===== config.mk =====
export PLATFORM = sky130hd
export DESIGN_NAME = escaped_frame_rx_deframer_crc16_flat
export DESIGN_NICKNAME = d
export VERILOG_FILES = /design/src/rtl/efr_pkg.sv /design/src/rtl/efr_if.sv /design/src/rtl/efr_crc.sv /design/src/rtl/escaped_frame_rx_deframer_crc16.sv /design/src/flat_wrapper.sv
export SDC_FILE = /design/constraint.sdc
export NUM_CORES = 1
export LEC_CHECK = 0
export BUFFER_PORTS_ARGS = -buffer_cell sky130_fd_sc_hd__clkbuf_2
export CAP_MARGIN = 0
export CORE_UTILIZATION = 40
export DETAILED_ROUTE_END_ITERATION = 10
export PLACE_DENSITY = 0.64
export SLEW_MARGIN = 40
export SYNTH_ARGS = -nofsm -noshare
export SYNTH_HDL_FRONTEND = slang
export SYNTH_SLANG_ARGS = --single-unit

===== constraint.sdc =====
create_clock -name clk -period 3.6 [get_ports clk]
set_input_delay 0.54 -clock clk [delete_from_list [all_inputs] [get_ports clk]]
set_output_delay 0.54 -clock clk [all_outputs]
set_load 0.02 [all_outputs]

===== src/rtl/efr_pkg.sv =====
package efr_pkg;

  localparam logic [7:0] ESC_MARK = 8'hA5;
  localparam logic [7:0] SOP_MARK = 8'hAA;
  localparam logic [7:0] EOP_MARK = 8'hBB;

  localparam logic [15:0] LEN_RESET = 16'd256;

  localparam logic [1:0] FS_NONE = 2'd0;
  localparam logic [1:0] FS_GOOD = 2'd1;
  localparam logic [1:0] FS_BAD  = 2'd2;

  typedef enum logic [3:0] {
    PH_HUNT_ESC = 4'b0001,
    PH_HUNT_SOP = 4'b0010,
    PH_DATA     = 4'b0100,
    PH_ESCAPED  = 4'b1000
  } phase_t;

  typedef struct packed {
    logic        store_valid;
    logic [15:0] store_index;
    logic [7:0]  store_data;
    logic [1:0]  frame_status;
  } result_t;

  // CRC-16/ARC nibble table (reflected polynomial 0xA001)
  function automatic logic [15:0] crc_nib_tab(input logic [3:0] n);
    logic [15:0] t;
    case (n)
      4'h0: t = 16'h0000;
      4'h1: t = 16'hCC01;
      4'h2: t = 16'hD801;
      4'h3: t = 16'h1400;
      4'h4: t = 16'hF001;
      4'h5: t = 16'h3C00;
      4'h6: t = 16'h2800;
      4'h7: t = 16'hE401;
      4'h8: t = 16'hA001;
      4'h9: t = 16'h6C00;
      4'hA: t = 16'h7800;
      4'hB: t = 16'hB401;
      4'hC: t = 16'h5000;
      4'hD: t = 16'h9C01;
      4'hE: t = 16'h8801;
      4'hF: t = 16'h4400;
      default: t = 16'h0000;
    endcase
    return t;
  endfunction

  function automatic logic [15:0] crc_nib_step(input logic [15:0] c, input logic [3:0] n);
    return {4'h0, c[15:4]} ^ crc_nib_tab(c[3:0]) ^ crc_nib_tab(n);
  endfunction

endpackage


===== src/rtl/efr_if.sv =====
interface efr_rx_if;
  logic       valid;
  logic       ready;
  logic [7:0] rx_byte;

  modport source (output valid, output rx_byte, input ready);
  modport sink (input valid, input rx_byte, output ready);
endinterface

interface efr_res_if;
  logic        valid;
  logic        ready;
  logic        store_valid;
  logic [15:0] store_index;
  logic [7:0]  store_data;
  logic [1:0]  frame_status;

  modport source (output valid, output store_valid, output store_index,
                  output store_data, output frame_status, input ready);
  modport sink (input valid, input store_valid, input store_index,
                input store_data, input frame_status, output ready);
endinterface

interface efr_cfg_if;
  logic        valid;
  logic        ready;
  logic [15:0] frame_buffer_length;

  modport source (output valid, output frame_buffer_length, input ready);
  modport sink (input valid, input frame_buffer_length, output ready);
endinterface


===== src/rtl/efr_crc.sv =====
// CRC-16/ARC update by one byte, low nibble first.
module efr_crc (
  input  logic [15:0] crc_in,
  input  logic [7:0]  data,
  output logic [15:0] crc_out
);

  logic [15:0] crc_lo;

  assign crc_lo  = efr_pkg::crc_nib_step(crc_in, data[3:0]);
  assign crc_out = efr_pkg::crc_nib_step(crc_lo, data[7:4]);

endmodule


===== src/rtl/escaped_frame_rx_deframer_crc16.sv =====
// Byte-stuffed frame receiver with CRC-16/ARC check. Each request on rx
// carries one received byte and yields exactly one request on result. The
// receiver hunts for the start marker A5 AA, which clears the write index
// and the CRC; inside a frame A5 escapes: A5 A5 is a literal A5 data byte,
// A5 BB ends the frame and reports good (CRC residue zero) or bad. Data
// bytes, the two trailing CRC bytes included, come out with store_valid set
// and a buffer index below frame_buffer_length (reset 256) unless that is
// zero. The user must write frame_buffer_length over cfg only while the
// block is idle; the block itself does not enforce this. Throughput is one
// byte per clock while result is taken: the byte sits in an input register,
// one pass of decode logic and a two-nibble CRC update produces the result
// register, and rx stalls only when it is full and not being taken.
module escaped_frame_rx_deframer_crc16 (
  input logic       clk,
  input logic       rst,
  efr_rx_if.sink    rx,
  efr_res_if.source result,
  efr_cfg_if.sink   cfg
);

  // configuration
  logic [15:0] frame_buffer_length;

  // input register
  logic       s1_valid;
  logic [7:0] s1_byte;

  // receiver state
  efr_pkg::phase_t rx_phase, rx_phase_next;
  logic [15:0]     write_index, write_index_next;
  logic [15:0]     crc_value, crc_value_next;

  // result register
  logic             res_valid;
  efr_pkg::result_t res;
  efr_pkg::result_t res_next;

  logic        advance;
  logic [15:0] idx_eff;
  logic        take;
  logic        store;
  logic [15:0] crc_upd;

  // Move the held byte on when the result register is free or being drained.
  assign advance  = s1_valid && (!res_valid || result.ready);
  assign rx.ready = !s1_valid || advance;
  assign cfg.ready = 1'b1;

  always_ff @(posedge clk) begin
    if (rst) begin
      frame_buffer_length <= efr_pkg::LEN_RESET;
    end else if (cfg.valid) begin
      frame_buffer_length <= cfg.frame_buffer_length;
    end
  end

  // Input stage: hold the byte until the decode pass can commit it.
  always_ff @(posedge clk) begin
    if (rst) begin
      s1_valid <= 1'b0;
    end else if (rx.ready) begin
      s1_valid <= rx.valid;
    end
  end

  always_ff @(posedge clk) begin
    if (rx.valid && rx.ready) begin
      s1_byte <= rx.rx_byte;
    end
  end

  efr_crc u_crc (
    .crc_in  (crc_value),
    .data    (s1_byte),
    .crc_out (crc_upd)
  );

  // Wrap the index before the byte is looked at.
  assign idx_eff = (write_index >= frame_buffer_length) ? 16'd0 : write_index;

  always_comb begin
    rx_phase_next    = rx_phase;
    write_index_next = idx_eff;
    crc_value_next   = crc_value;
    take             = 1'b0;
    res_next         = '0;

    case (rx_phase)
      efr_pkg::PH_HUNT_ESC: begin
        if (s1_byte == efr_pkg::ESC_MARK) begin
          rx_phase_next = efr_pkg::PH_HUNT_SOP;
        end
      end
      efr_pkg::PH_HUNT_SOP: begin
        // Start marker: restart the index and the CRC; anything else drops back.
        if (s1_byte == efr_pkg::SOP_MARK) begin
          rx_phase_next    = efr_pkg::PH_DATA;
          write_index_next = 16'd0;
          crc_value_next   = 16'd0;
        end else begin
          rx_phase_next = efr_pkg::PH_HUNT_ESC;
        end
      end
      efr_pkg::PH_DATA: begin
        if (s1_byte == efr_pkg::ESC_MARK) begin
          rx_phase_next = efr_pkg::PH_ESCAPED;
        end else begin
          take = 1'b1;
        end
      end
      efr_pkg::PH_ESCAPED: begin
        // Escaped escape is literal data; end marker closes the frame;
        // any other byte is dropped and the escape stays pending.
        if (s1_byte == efr_pkg::ESC_MARK) begin
          rx_phase_next = efr_pkg::PH_DATA;
          take          = 1'b1;
        end else if (s1_byte == efr_pkg::EOP_MARK) begin
          rx_phase_next         = efr_pkg::PH_HUNT_ESC;
          res_next.frame_status = (crc_value == 16'd0) ? efr_pkg::FS_GOOD
                                                       : efr_pkg::FS_BAD;
        end
      end
      default: begin
        rx_phase_next = efr_pkg::PH_HUNT_ESC;
      end
    endcase

    // A zero-length buffer stores nothing, but the CRC still sees the byte.
    store = take && (idx_eff < frame_buffer_length);
    if (take) begin
      crc_value_next = crc_upd;
    end
    if (store) begin
      write_index_next     = idx_eff + 16'd1;
      res_next.store_valid = 1'b1;
      res_next.store_index = idx_eff;
      res_next.store_data  = s1_byte;
    end
  end

  always_ff @(posedge clk) begin
    if (rst) begin
      rx_phase    <= efr_pkg::PH_HUNT_ESC;
      write_index <= 16'd0;
      crc_value   <= 16'd0;
    end else if (advance) begin
      rx_phase    <= rx_phase_next;
      write_index <= write_index_next;
      crc_value   <= crc_value_next;
    end
  end

  // Result stage: hold until taken, refill in the same cycle it drains.
  always_ff @(posedge clk) begin
    if (rst) begin
      res_valid <= 1'b0;
    end else if (advance) begin
      res_valid <= 1'b1;
    end else if (result.ready) begin
      res_valid <= 1'b0;
    end
  end

  always_ff @(posedge clk) begin
    if (advance) begin
      res <= res_next;
    end
  end

  assign result.valid        = res_valid;
  assign result.store_valid  = res.store_valid;
  assign result.store_index  = res.store_index;
  assign result.store_data   = res.store_data;
  assign result.frame_status = res.frame_status;

endmodule


===== src/flat_wrapper.sv =====
// flat-port wrapper written by rule: the top's interface ports become plain ports
module escaped_frame_rx_deframer_crc16_flat 
  (clk, rst, rx_valid, rx_rx_byte, rx_ready, result_valid, result_store_valid, result_store_index, result_store_data, result_frame_status, result_ready, cfg_valid, cfg_frame_buffer_length, cfg_ready);
  efr_rx_if rx_i ();
  efr_res_if result_i ();
  efr_cfg_if cfg_i ();
  input logic clk;
  input logic rst;
  input wire logic [$bits(rx_i.valid)-1:0] rx_valid;
  input wire logic [$bits(rx_i.rx_byte)-1:0] rx_rx_byte;
  output wire logic [$bits(rx_i.ready)-1:0] rx_ready;
  output wire logic [$bits(result_i.valid)-1:0] result_valid;
  output wire logic [$bits(result_i.store_valid)-1:0] result_store_valid;
  output wire logic [$bits(result_i.store_index)-1:0] result_store_index;
  output wire logic [$bits(result_i.store_data)-1:0] result_store_data;
  output wire logic [$bits(result_i.frame_status)-1:0] result_frame_status;
  input wire logic [$bits(result_i.ready)-1:0] result_ready;
  input wire logic [$bits(cfg_i.valid)-1:0] cfg_valid;
  input wire logic [$bits(cfg_i.frame_buffer_length)-1:0] cfg_frame_buffer_length;
  output wire logic [$bits(cfg_i.ready)-1:0] cfg_ready;
  assign rx_i.valid = rx_valid;
  assign rx_i.rx_byte = rx_rx_byte;
  assign rx_ready = rx_i.ready;
  assign result_valid = result_i.valid;
  assign result_store_valid = result_i.store_valid;
  assign result_store_index = result_i.store_index;
  assign result_store_data = result_i.store_data;
  assign result_frame_status = result_i.frame_status;
  assign result_i.ready = result_ready;
  assign cfg_i.valid = cfg_valid;
  assign cfg_i.frame_buffer_length = cfg_frame_buffer_length;
  assign cfg_ready = cfg_i.ready;
  escaped_frame_rx_deframer_crc16 u_core (.clk(clk), .rst(rst), .rx(rx_i), .result(result_i), .cfg(cfg_i));
endmodule

# Word-level counts from Yosys, hierarchy flattened
# Memory sizes are Yosys's and may differ from the RTL's. A register that Yosys moved wholly into a read port is not among the register bits.
# Index checks and enable logic that the tools add are counted.
# classes
magnitude_cmp	2
shifts	0
n_mux	24
mul	0
add_sub_neg	1
bitwise	6
eq_ne	10
div_mod_pow	0
n_reduce_logical	14
# op_table
op	n
16-bit 2-to-1 mux	7
4-bit 2-to-1 mux	8
12-bit by 16-bit XOR with 16-bit output	2
16-bit XOR	2
25-bit 2-to-1 mux	1
8-bit equality test, second input constant	3
16-bit by 1-bit adder with 16-bit output, second input constant	1
16-bit >= comparator	1
16-bit logical NOT	1
16-bit < comparator	1
4-bit case mux with 4 select lines	1
2-bit nonzero test	3
4-bit by 1-bit equality test with 1-bit output, second input constant	1
4-bit by 2-bit equality test with 1-bit output, second input constant	1
4-bit by 3-bit equality test with 1-bit output, second input constant	1
4-bit equality test, second input constant	1
1-bit 2-to-1 mux	4
2-bit by 1-bit inequality test with 1-bit output, second input constant	2
4-bit AND reduction	1
1-bit logical AND	3
3-bit 2-to-1 mux	1
3-bit by 1-bit inequality test with 1-bit output, second input constant	1
3-bit AND reduction	1
3-bit OR reduction	1
other kinds (5)	8
# totals
in_bits	29
reg_bits	89
latch_bits	0
romBits	448
wordCells	72
ramBits	0
mem_count	4
out_inout_bits	30
# mem_list
name	words	word_bits	read_ports	rd_clocked_by_memory_dff	wr	line	rtl
(no name shown)	16	7	1	0	0	efr_pkg.sv:30	case (n)
(no name shown)	16	7	1	1	0	efr_pkg.sv:30	
(no name shown)	16	7	1	1	0	efr_pkg.sv:30	
(no name shown)	16	7	1	1	0	efr_pkg.sv:30	

# Longest topological paths before layout
# Gate-level depths: netlist (run 1).
# An unclocked memory read counts as a cell.
# logic_depth
ltp_word	8
depth_mapped	19
ltp_nobuf	17

# Modules after synthesis
# A second synthesis (run 1) with hierarchy kept.
# hier_totals
cells_unflattened	497
hier_area_um2	4885.9
# by_module_without_submodules
module	seq_area_each_um2	cells_per_inst	area_each_um2	n_inst
escaped_frame_rx_deframer_crc16	2132.0	471	4556.9	1
efr_crc	0.0	26	329.1	1

# Worst setup path after synthesis (run 1)
# Ideal clock, no wire load.
# synth_path
kind	reg-to-reg
startpoint	reg u_core.write_index[0]
endpoint	reg u_core.write_index[14]
arrival_time_ns	3.853
path_buffers	2
path_stages_with_launch	17
path_slack_ns	-0.327
setup_time_ns	0.074
period_less_slack_ns	3.927
required_time_ns	3.526
path_cell_list	dfxtp_1 inv_1 ha_1 nand2b_1 a2111o_1 a32oi_2 clkbuf_1 and3_1 ha_1 o21a_1 o21a_1 o21a_1 and4_2 or2_1 buf_6 or4_1 a31oi_1
# synth_via
elab_chain_len	5
elab_cells_between_ends	8
classes_between	add/sub: 1; order compare: 2; mux: 4; reduce/logical: 1
# synth_rtl
item	line	rtl
from (decl)	escaped_frame_rx_deframer_crc16.sv:30	logic [15:0] write_index, write_index_next;
from (signal assigned)	escaped_frame_rx_deframer_crc16.sv:148	write_index <= write_index_next;
16-bit >= comparator (*)	escaped_frame_rx_deframer_crc16.sv:79	assign idx_eff = (write_index >= frame_buffer_length) ? 16'd0 : write_index;
16-bit 2-to-1 mux (*)	escaped_frame_rx_deframer_crc16.sv:79	
via u_core.idx_eff[1]	escaped_frame_rx_deframer_crc16.sv:39	logic [15:0] idx_eff;
16-bit < comparator	escaped_frame_rx_deframer_crc16.sv:129	store = take && (idx_eff < frame_buffer_length);
1-bit logical AND	escaped_frame_rx_deframer_crc16.sv:129	
16-bit 2-to-1 mux (*)	escaped_frame_rx_deframer_crc16.sv:133	if (store) begin
# The timed path passes the listed nets; every way through them passes the cells marked *.
# A chain may end at the register's enable or synchronous reset.

# Worst setup path in the final report (run 1)
# layout_path
startpoint	reg u_core.write_index[0]
endpoint	reg u_core.write_index[12]
# The elaborated chain is that of the path after synthesis.

==> metrics.cfg, run 1 <==
[power_and_ir_drop]
power.leakage_nw = 3.06
comb_power_share_pct = 12.0
pwr-share-seq_pct = 50.5
peakVddDrop_mv = 0.288
switching_share_pct = 25.6
p_per_area_nw_per_um2 = 355
clkPwrFrac_pct = 37.6
p_switching_mw = 0.673
power.internal_mw = 1.96

[cts]
holdBufCountCts = 0
clock_sinks = 107
cts-buffers-inserted = 9
cts-root-buf = clkbuf_16
clk_latency_ns = 0.36
cts_tree = built
htreeDepth = 3
clk_pin_slew_ns = 0.08
clk_path_buf_depth = 2

[sta]
slew_viol_final = 0
finalSetupViolations = 33
relSlewSlack_pct = 50.9
skew_ns = 0.0124
fin_crit_sh_pct = 107
finalHoldViolations = 0
max_slew.worst_pin.slew_ns = 0.730
rsz0062_at_grt = true
min_period_ns = 3.86
timing.final.ws_setup_ns = -0.261
hold_slack_ns = 0.365
fmax_mhz = 259

[final_layout]
layout-drive-gt1-share_pct = 35.3
design_area_sq_um = 7430
antenna_cells = 0
fin_nets = 776
final_util_pct = 53.7
areaGrowthSynthToFinish_pct = 31.0
multi_input_area_sq_um = 3280
instances_no_fill = 899
fillers = 1206
seq_area_sq_um = 2500

[logic_synthesis]
syn-cell-area_sq_um = 5670
seq_area_frac_synth_pct = 44.0
yosysMostFrequentCell = dfxtp_1
syn_inst = 578
ys_ff_latch = 107
ys.flop_type = dfxtp_1
synthDistinctLibCells = 77
yosys_warnings = 0
ys_async_sr_fraction_pct = 0
synth_area_leader_cell = dfxtp_1
mappedNetlistNets = 640
syn_avg_cell_area_sq_um = 9.80
ys_top_cells_by_area = dfxtp_1 (25%), edfxtp_1 (19%), ha_1 (7.3%)
yosys.area.top_type_share_pct = 25.4
synth_commonest_cells = dfxtp_1 (72), nor2_1 (51), nand2_1 (42)
synth_enable_flop_cells = 35

[global_route]
grt_pass1_wl_mm = 23.3
grt_max_degree = 38
first_global_vias = 4842
grt_overflow_total = 0
gr-usage-all-layers_pct = 20.5
antenna_found_initial = 0

[detailed_routing]
via_count = 4871
wl_met2_mm = 6.85
drt_iter0_drc = 327
vias_per_cell = 5.42
met1_length_mm = 6.43
wl_per_cell_um = 16.3
met3_length_um = 635
maxUsedRoutingLayer = met4
first_pass_iters = 8
wl_mm = 14.6
drc = 2
ant_nets = 0

[floorplanning]
die_h_um = 121
die-area_sq_um = 14600
core-area_sq_um = 13800
die_w_um = 121
start_util_pct = 41.0
io_pins = 59
fp-row-count = 43

[setup_path]
crit_type = flop to flop
reg2regPathDepth = 16
critPathLaunchType = flop
startpoint = u_core.write_index[0]
cp.arrival_ns = 4.13
critPathMaxFanout = 7
crit_path_end_kind = flop
timing.rr.start = u_core.write_index[0]
worstPathRequired_ns = 3.87

[status]
violations = DRC, setup timing
status = finished, violations left

[min_path]
hold_depth = 1
worstHoldStart = rx_rx_byte[0]
min_path_type = input pin to flop

[placed_design]
place.gp.congestion = 0.922
io_buffers = 57
hpwl_mm = 10.4
placed_cells = 858
placedInstanceArea_sq_um = 6570

[run]
max_cap_violations = 0

==> kinds of logic (layout without fill, tap and decap cells) <==
logic type,count (synthesis),after routing,synth area share [%]
buffers and inverters,57,197,4.86
flip-flops,107,107,44.0
other,1,1,0.0662
XOR/XNOR,37,37,5.96
AO/OA/AOI/OAI,99,99,11.8
AND/OR/NAND/NOR,217,218,21.1
adder cells (fa/ha/maj),33,33,7.29
multiplexers,27,27,4.90
==> routing by layer <==
layer	up-vias	GRT usage, %
met5	-	0
met4	0	12.6
met3	43	4.04
met2	136	32.9
met1	2341	25.2
li1	2351	-
==> path summary, 6_finish.rpt <==
check | end | slack, ns
hold reg to reg | u_core.frame_buffer_length[7] | 0.50
hold / removal | u_core.s1_byte[0] | 0.36
setup reg to reg | u_core.write_index[12] | -0.26
setup / recovery | u_core.write_index[12] | -0.26
==> power by group through the flow <==
stage | clock network, mW | logic, mW | registers (mW)
CTS | 1.01 | 0.303 | 1.33
floorplan | 0 | 0.184 | 1.37
global placement | 0 | 0.288 | 1.36
detailed placement | 0 | 0.295 | 1.36
finish | 0.990 | 0.315 | 1.33
global route | 1.04 | 0.347 | 1.34
==> critical path, stage by stage, from the launching register on <==
cell and delay (ns):
dfxtp_2 0.34, inv_2 0.05, ha_4 0.20, nand2b_4 0.13, a2111o_1 0.40, a32oi_2 0.31
buf_6 0.17, and3_4 0.20, ha_4 0.19, o21a_1 0.16, o21a_1 0.22, o211ai_1 0.22
nand4_2 0.15, or2_4 0.27, buf_6 0.13, or4_4 0.49, o211ai_1 0.12
==> stage by stage <==
step,setup WS (ns),TNS [ns],power [mW]
finish,-0.261,-3.01,2.63
global route,-0.347,-9.53,2.73
CTS,-0.114,-1.33,2.64
detailed placement,-0.461,-7.80,1.65
global placement,-0.290,-3.89,1.64
floorplan,-0.0892,-0.631,1.55
==> area by class of cell <==
type | instances | area share, %
repair inverters | 1 | 0.101
clock buffers | 11 | 3.40
repair buffers | 148 | 13.4
inverters | 32 | 1.67
multi-input cells | 415 | 44.1
clock inverters | 5 | 0.573
flip-flops and latches | 107 | 33.7
well taps | 180 | 3.03
==> cells in the final DEF (no fill, tap or decap), types with 12 or more instances in the layout <==
| cell type | Yosys | routed |
|---|---|---|
| a21oi_1 | 27 | 25 |
| and2_1 | 23 | 15 |
| buf_4 | 2 | 84 |
| clkbuf_2 | 0 | 57 |
| dfxtp_1 | 72 | 64 |
| edfxtp_1 | 35 | 35 |
| ha_1 | 33 | 21 |
| ha_4 | 0 | 12 |
| inv_1 | 31 | 23 |
| mux2i_1 | 24 | 24 |
| nand2_1 | 42 | 40 |
| nand3_1 | 15 | 15 |
| nand4_1 | 12 | 12 |
| nor2_1 | 51 | 48 |
| o21ai_0 | 21 | 14 |
| xnor2_1 | 24 | 24 |
| xor2_1 | 12 | 12 |
==> timing repair <==
action | in CTS | in global routing
cloned | 4 | 1
setup endpoints to repair | 37 | 41
pin swaps | 20 | 37
gates resized for setup | 23 | 66
setup buffers | 14 | 6
Power figures use the tool's default switching activity.
==> run 2, diff against run 1 <==
--- a/config.mk
+++ b/config.mk
@@ -7,9 +7,9 @@
 export LEC_CHECK = 0
 export BUFFER_PORTS_ARGS = -buffer_cell sky130_fd_sc_hd__clkbuf_2
 export CAP_MARGIN = 0
-export CORE_UTILIZATION = 40
+export CORE_UTILIZATION = 53
 export DETAILED_ROUTE_END_ITERATION = 10
-export PLACE_DENSITY = 0.64
+export PLACE_DENSITY = 0.8
 export SLEW_MARGIN = 40
 export SYNTH_ARGS = -nofsm -noshare
 export SYNTH_HDL_FRONTEND = slang
==> run 2 against run 1 <==
Net effect: the run ends with setup timing left; sequential share of layout area grew 1.2 points; first-iteration DRC count grew 42%; hold slack lost 0.035 ns; non-clock buffer count shrank 15; clock-buffer cell count is the same; critical path type unchanged; largest cell class unchanged; highest routed layer unchanged.
==> metrics.cfg, run 2 (synthesis gave the netlist of run 1 again) <==
[status]
status = finished, violations left
violations = setup timing

[detailed_routing]
wl_per_cell_um = 18.8  ; +16%
vias_per_cell = 6.09  ; +12%
via_count = 5117  ; +5.1%
first_pass_iters = 5  ; -3
drc = 0  ; -2
ant_nets = 0  ; unchanged
wl_mm = 15.8  ; +8.0%
drt_iter0_drc = 465  ; +42%

[final_layout]
design_area_sq_um = 7170  ; -3.4%
mostFrequentLayoutCell = buf_4
fillers = 701  ; -42%
final_cell_mix = buf_4 (69), dfxtp_1 (64), clkbuf_2 (57)
instances_no_fill = 840  ; -6.6%
antenna_cells = 0  ; unchanged
areaGrowthSynthToFinish_pct = 26.6
layout-drive-gt1-share_pct = 32.7  ; -2.7 points
fin_nets = 761  ; -1.9%

[floorplanning]
fp-row-count = 37  ; -14%
die-area_sq_um = 11100  ; -24%
die_w_um = 105  ; -13%
core-area_sq_um = 10300  ; -25%
die_h_um = 105  ; -13%
start_util_pct = 54.9  ; +14 points
io_pins = 59  ; unchanged

[placed_design]
io_buffers = 57  ; unchanged
placedInstanceArea_sq_um = 6440  ; -2.0%
placed_cells = 804  ; -6.3%
place.gp.congestion = 0.897  ; -2.7%
hpwl_mm = 9.98  ; -3.6%

[sta]
finalSetupViolations = 41  ; +24%
relSlewSlack_pct = 52.3  ; +1.3 points
max_slew.worst_pin.slew_ns = 0.710  ; -0.0198 ns
fin_crit_sh_pct = 109  ; +2.2 points
timing.final.ws_setup_ns = -0.341  ; -0.0802 ns
skew_ns = 0.0112  ; -0.00119 ns
min_period_ns = 3.94  ; +0.0802 ns
finalHoldViolations = 0  ; unchanged
fmax_mhz = 254  ; -2.0%
slew_viol_final = 0  ; unchanged
rsz0062_at_grt = true

[global_route]
first_global_vias = 4665  ; -3.7%
gr-usage-all-layers_pct = 26.2  ; +5.7 points
grt_pass1_wl_mm = 22.5  ; -3.5%
grt_overflow_total = 0  ; unchanged
grt_max_degree = 43  ; +13%
antenna_found_initial = 0  ; unchanged

[power_and_ir_drop]
power.internal_mw = 1.74  ; -11%
switching_share_pct = 27.4  ; +1.8 points
peakVddDrop_mv = 0.192  ; -33%
clkPwrFrac_pct = 31.2  ; -6.4 points
comb_power_share_pct = 13.3  ; +1.3 points
pwr-share-seq_pct = 55.5  ; +5.0 points
p_per_area_nw_per_um2 = 334  ; -5.8%
p_switching_mw = 0.656  ; -2.5%
power.leakage_nw = 2.99  ; -2.3%

[cts]
htreeDepth = 3  ; unchanged
cts_tree = built
clk_latency_ns = 0.40  ; +0.04 ns
clock_sinks = 107  ; unchanged
cts-buffers-inserted = 9  ; unchanged
clk_pin_slew_ns = 0.11  ; +0.03 ns
cts-root-buf = clkbuf_8
clk_path_buf_depth = 2  ; unchanged
holdBufCountCts = 0  ; unchanged

[setup_path]
crit_path_end_kind = flop
crit_type = flop to flop
cp.arrival_ns = 4.25  ; +0.12 ns
worstPathRequired_ns = 3.90  ; +0.03 ns
critPathLaunchType = flop
critPathMaxFanout = 7  ; unchanged

[min_path]
min_path_type = input pin to flop

[run]
max_cap_violations = 0  ; unchanged

-- run 2: cell count changes in the layout (fill, tap and decap cells not counted), moves of 3 or more --
| cell | previous run | this run |
|---|---|---|
| clkbuf_8 | 2 | 9 |
| buf_6 | 7 | 4 |
| inv_6 | 2 | 5 |
| o21ai_2 | 4 | 1 |
| clkbuf_16 | 9 | 2 |
| o21ai_0 | 14 | 18 |
| o311ai_2 | 3 | 0 |
| buf_4 | 84 | 69 |
-- run 2: area by class of cell --
type	instances	area (sq um)	area share, %
clock buffers	11	153	2.13
clock inverters	5	38.8	0.541
repair inverters	1	8.76	0.122
repair buffers	133	908	12.7
flip-flops and latches	107	2500	34.9
multi-input cells	415	3260	45.5
inverters	32	128	1.78
well taps	136	170	2.37
-- run 2: path summary, 6_finish.rpt --
path | startpoint | to | slack, ns | cells after the start
worst min-delay path | rx_rx_byte[0] | u_core.s1_byte[0] | 0.33 | 1
worst min register to register | u_core.crc_value[14] | u_core.crc_value[14] | 0.50 | 2
worst max register to register | u_core.frame_buffer_length[11] | u_core.write_index[12] | -0.34 | 17
worst max-delay path | u_core.frame_buffer_length[11] | u_core.write_index[12] | -0.34 | 17
-- run 2: power by group through the flow --
stage	Sequential [mW]	Combinational, mW	Clock, mW
floorplan	1.37	0.184	0
global placement	1.35	0.277	0
detailed placement	1.36	0.286	0
CTS	1.33	0.295	0.749
global route	1.34	0.342	0.798
finish	1.33	0.318	0.748
-- run 2: metrics by stage --
stage	utilization (%)	setup TNS, ns	power (mW)	setup slack (ns)	hold slack, ns
4_1_cts	65.7	-0.350	2.37	-0.0785	0.331
3_3_place_gp	62.4	-2.29	1.63	-0.170	0.472
5_1_grt	69.5	-14.45	2.48	-0.469	0.319
2_1_floorplan	-	-0.631	1.55	-0.0892	0.455
3_5_place_dp	62.4	-6.05	1.64	-0.362	0.482
6_report	69.5	-9.68	2.40	-0.341	0.329
-- run 2: worst max-delay path: stages (launching register included) --
cell and delay (ns):
dfxtp_2 0.35, inv_1 0.08, ha_4 0.29, nand4_1 0.16, nor4_2 0.38, a32oi_2 0.20, buf_6 0.18, and3_4 0.21
ha_4 0.26, nand4_1 0.12, buf_4 0.17, nor4_4 0.34, o21a_1 0.20, and4_4 0.23, or2_4 0.17, buf_4 0.18
nor3_1 0.07, o211ai_1 0.26
-- run 2: metal layers --
metal | wire (um) | GRT usage (%) | vias up
met1 | 6120 | 34.0 | 2415
met4 | 718 | 11.3 | 0
met2 | 7500 | 42.2 | 306
met5 | 0 | 0 | -
li1 | - | - | 2317
met3 | 1470 | 5.38 | 79
-- run 2: timing repair --
action / CTS / global route
hold endpoints to repair: 0 / 0
pin swaps: 8 / 24
gates cloned: 3 / 2
gates resized for setup: 21 / 57
setup buffers: 5 / 10
endpoints found under the setup margin: 39 / 41
==> run 3, diff against run 2 <==
--- a/config.mk
+++ b/config.mk
@@ -7,6 +7,7 @@
 export LEC_CHECK = 0
 export BUFFER_PORTS_ARGS = -buffer_cell sky130_fd_sc_hd__clkbuf_2
 export CAP_MARGIN = 0
+export CORE_ASPECT_RATIO = 1.2
 export CORE_UTILIZATION = 53
 export DETAILED_ROUTE_END_ITERATION = 10
 export PLACE_DENSITY = 0.8
==> run 3 against run 2 <==
Net effect: the run still ends with setup timing left; flip-flop and latch count is the same; total power grew 9.3%; die area is essentially flat; register-to-register slack gained 0.06 ns; sequential power is essentially flat; clock-buffer cell count grew 1.
==> metrics.cfg, run 3 (synthesis gave the netlist of run 1 again) <==
[status]
status = finished, violations left
violations = setup timing

[sta]
skew_ns = 0.00884  ; -0.00235 ns
min_period_ns = 3.88  ; -0.0618 ns
hold_slack_ns = 0.378  ; +0.0487 ns
fmax_mhz = 258  ; +1.6%
fin_setup_tns_ns = -6.09  ; +3.59 ns
timing.final.ws_setup_ns = -0.279  ; +0.0618 ns
finalHoldViolations = 0  ; unchanged
fin_crit_sh_pct = 108  ; -1.7 points
slew_viol_final = 0  ; unchanged
finalSetupViolations = 36  ; -12%
rsz0062_at_grt = true
relSlewSlack_pct = 51.4  ; -0.89 points
max_slew.worst_pin.slew_ns = 0.723  ; +0.0132 ns

[global_route]
first_global_vias = 4938  ; +5.9%
grt_overflow_total = 0  ; unchanged
gr-usage-all-layers_pct = 28.4  ; +2.2 points
grt_pass1_wl_mm = 23.9  ; +6.2%
grt_max_degree = 45  ; +4.7%
antenna_found_initial = 0  ; unchanged

[power_and_ir_drop]
comb_power_share_pct = 11.8  ; -1.5 points
switching_share_pct = 24.4  ; -3.0 points
fin_total_pwr_mw = 2.62  ; +9.3%
p_switching_mw = 0.639  ; -2.7%
p_per_area_nw_per_um2 = 367  ; +9.9%
pwr-share-seq_pct = 50.7  ; -4.8 points
clkPwrFrac_pct = 37.5  ; +6.3 points
power.leakage_nw = 3.00  ; +0.27%
peakVddDrop_mv = 0.336  ; +74%
power.internal_mw = 1.98  ; +14%

[setup_path]
timing.rr.start = u_core.write_index[0]
critPathLaunchType = flop
startpoint = u_core.write_index[0]
worstPathRequired_ns = 3.87  ; -0.03 ns
crit_path_end_kind = flop
cp.arrival_ns = 4.15  ; -0.10 ns
crit_type = flop to flop
critPathMaxFanout = 6  ; -1

[detailed_routing]
wl_met2_mm = 7.80  ; +4.1%
drc = 0  ; unchanged
ant_nets = 0  ; unchanged
first_pass_iters = 5  ; unchanged
vias_per_cell = 5.86  ; -3.8%
via_count = 4871  ; -4.8%
met3_length_um = 747  ; -49%
maxUsedRoutingLayer = met4
wl_per_cell_um = 17.9  ; -5.1%
met1_length_mm = 5.38  ; -12%
wl_mm = 14.9  ; -6.1%
drt_iter0_drc = 360  ; -23%

[placed_design]
place_ws_ns = -0.470  ; -0.108 ns
placedInstanceArea_sq_um = 6470  ; +0.45%
placed_cells = 802  ; -0.25%
hpwl_mm = 10.4  ; +4.0%
place.gp.congestion = 0.912  ; +1.7%
io_buffers = 57  ; unchanged

[cts]
holdBufCountCts = 0  ; unchanged
htreeDepth = 3  ; unchanged
cts-buffers-inserted = 9  ; unchanged
cts-root-buf = clkbuf_16
clk_pin_slew_ns = 0.07  ; -0.04 ns
cts_tree = built
clk_latency_ns = 0.35  ; -0.05 ns
clock_sinks = 107  ; unchanged
clk_path_buf_depth = 2  ; unchanged

[min_path]
worstHoldStart = rx_rx_byte[0]
min_path_type = input pin to flop

[floorplanning]
die_h_um = 115  ; +9.4%
fp-row-count = 41  ; +11%
start_util_pct = 54.1  ; -0.74 points
die_w_um = 96.4  ; -8.5%
core-area_sq_um = 10500  ; +1.4%
io_pins = 59  ; unchanged
die-area_sq_um = 11100  ; about the same

[final_layout]
instances_no_fill = 831  ; -1.1%
areaGrowthSynthToFinish_pct = 26.0
fillers = 792  ; +13%
fin_nets = 759  ; -0.26%
final_util_pct = 68.2  ; -1.3 points
multi_input_area_sq_um = 3170  ; -2.8%
antenna_cells = 0  ; unchanged
final_cell_mix = dfxtp_1 (64), buf_4 (64), clkbuf_2 (57)
layout-drive-gt1-share_pct = 30.6  ; -2.0 points
seq_area_sq_um = 2500  ; unchanged
design_area_sq_um = 7140  ; -0.47%

[run]
max_cap_violations = 0  ; unchanged

## run 3: changes by cell type in the layout (fill, tap and decap cells not counted), moves of 5 or more
cell,change
and2_4,-8
and2_1,+7
clkbuf_16,+7
clkbuf_8,-7
buf_4,-5
buf_6,+5
## run 3: layer usage
layer | track usage [%] | up-vias
li1 | - | 2318
met1 | 29.7 | 2282
met2 | 49.6 | 194
met3 | 6.94 | 77
met4 | 19.3 | 0
met5 | 0 | -
## run 3: area by class of cell
| type | count | share of cell area, % |
|---|---|---|
| timing repair buffer | 132 | 12.3 |
| inverter | 32 | 1.79 |
| clock inverter | 4 | 0.561 |
| multi-input combinational | 415 | 44.5 |
| tap | 129 | 2.26 |
| sequential | 107 | 35.1 |
| clock buffer | 12 | 3.59 |
## run 3: what timing repair did
| item | 4_1_cts | 5_1_grt |
|---|---|---|
| pin swaps | 10 | 17 |
| resized for setup | 37 | 28 |
| setup buffers | 7 | 3 |
| cloned | 3 | 0 |
| setup endpoints to repair | 41 | 41 |
## run 3: path summary, 6_finish.rpt
kind,end,slack (ns),cells past startpoint
min,u_core.s1_byte[0],0.38,1
max,u_core.write_index[14],-0.28,16
min reg2reg,u_core.crc_value[14],0.49,2
max reg2reg,u_core.write_index[14],-0.28,16
## run 3: power by group through the flow
| stage | combinational, mW | clock [mW] | sequential [mW] |
|---|---|---|---|
| final | 0.308 | 0.984 | 1.33 |
| after global routing | 0.335 | 1.04 | 1.33 |
| after CTS | 0.302 | 0.997 | 1.33 |
| after detailed placement | 0.290 | 0 | 1.36 |
| after global placement | 0.282 | 0 | 1.35 |
| after floorplan | 0.184 | 0 | 1.37 |
## run 3: critical path, cell delays in order, from the launching register on
cell and delay (ns):
dfxtp_2 0.34, inv_2 0.05, ha_4 0.20, nand2b_4 0.13, a2111o_1 0.40, a32oi_2 0.30, buf_6 0.17, buf_6 0.10
and3_4 0.19, ha_4 0.19, o21a_1 0.10, o21a_1 0.21, o211ai_1 0.26, nand4_2 0.14, or2_4 0.31, or4_4 0.50
a31oi_4 0.21
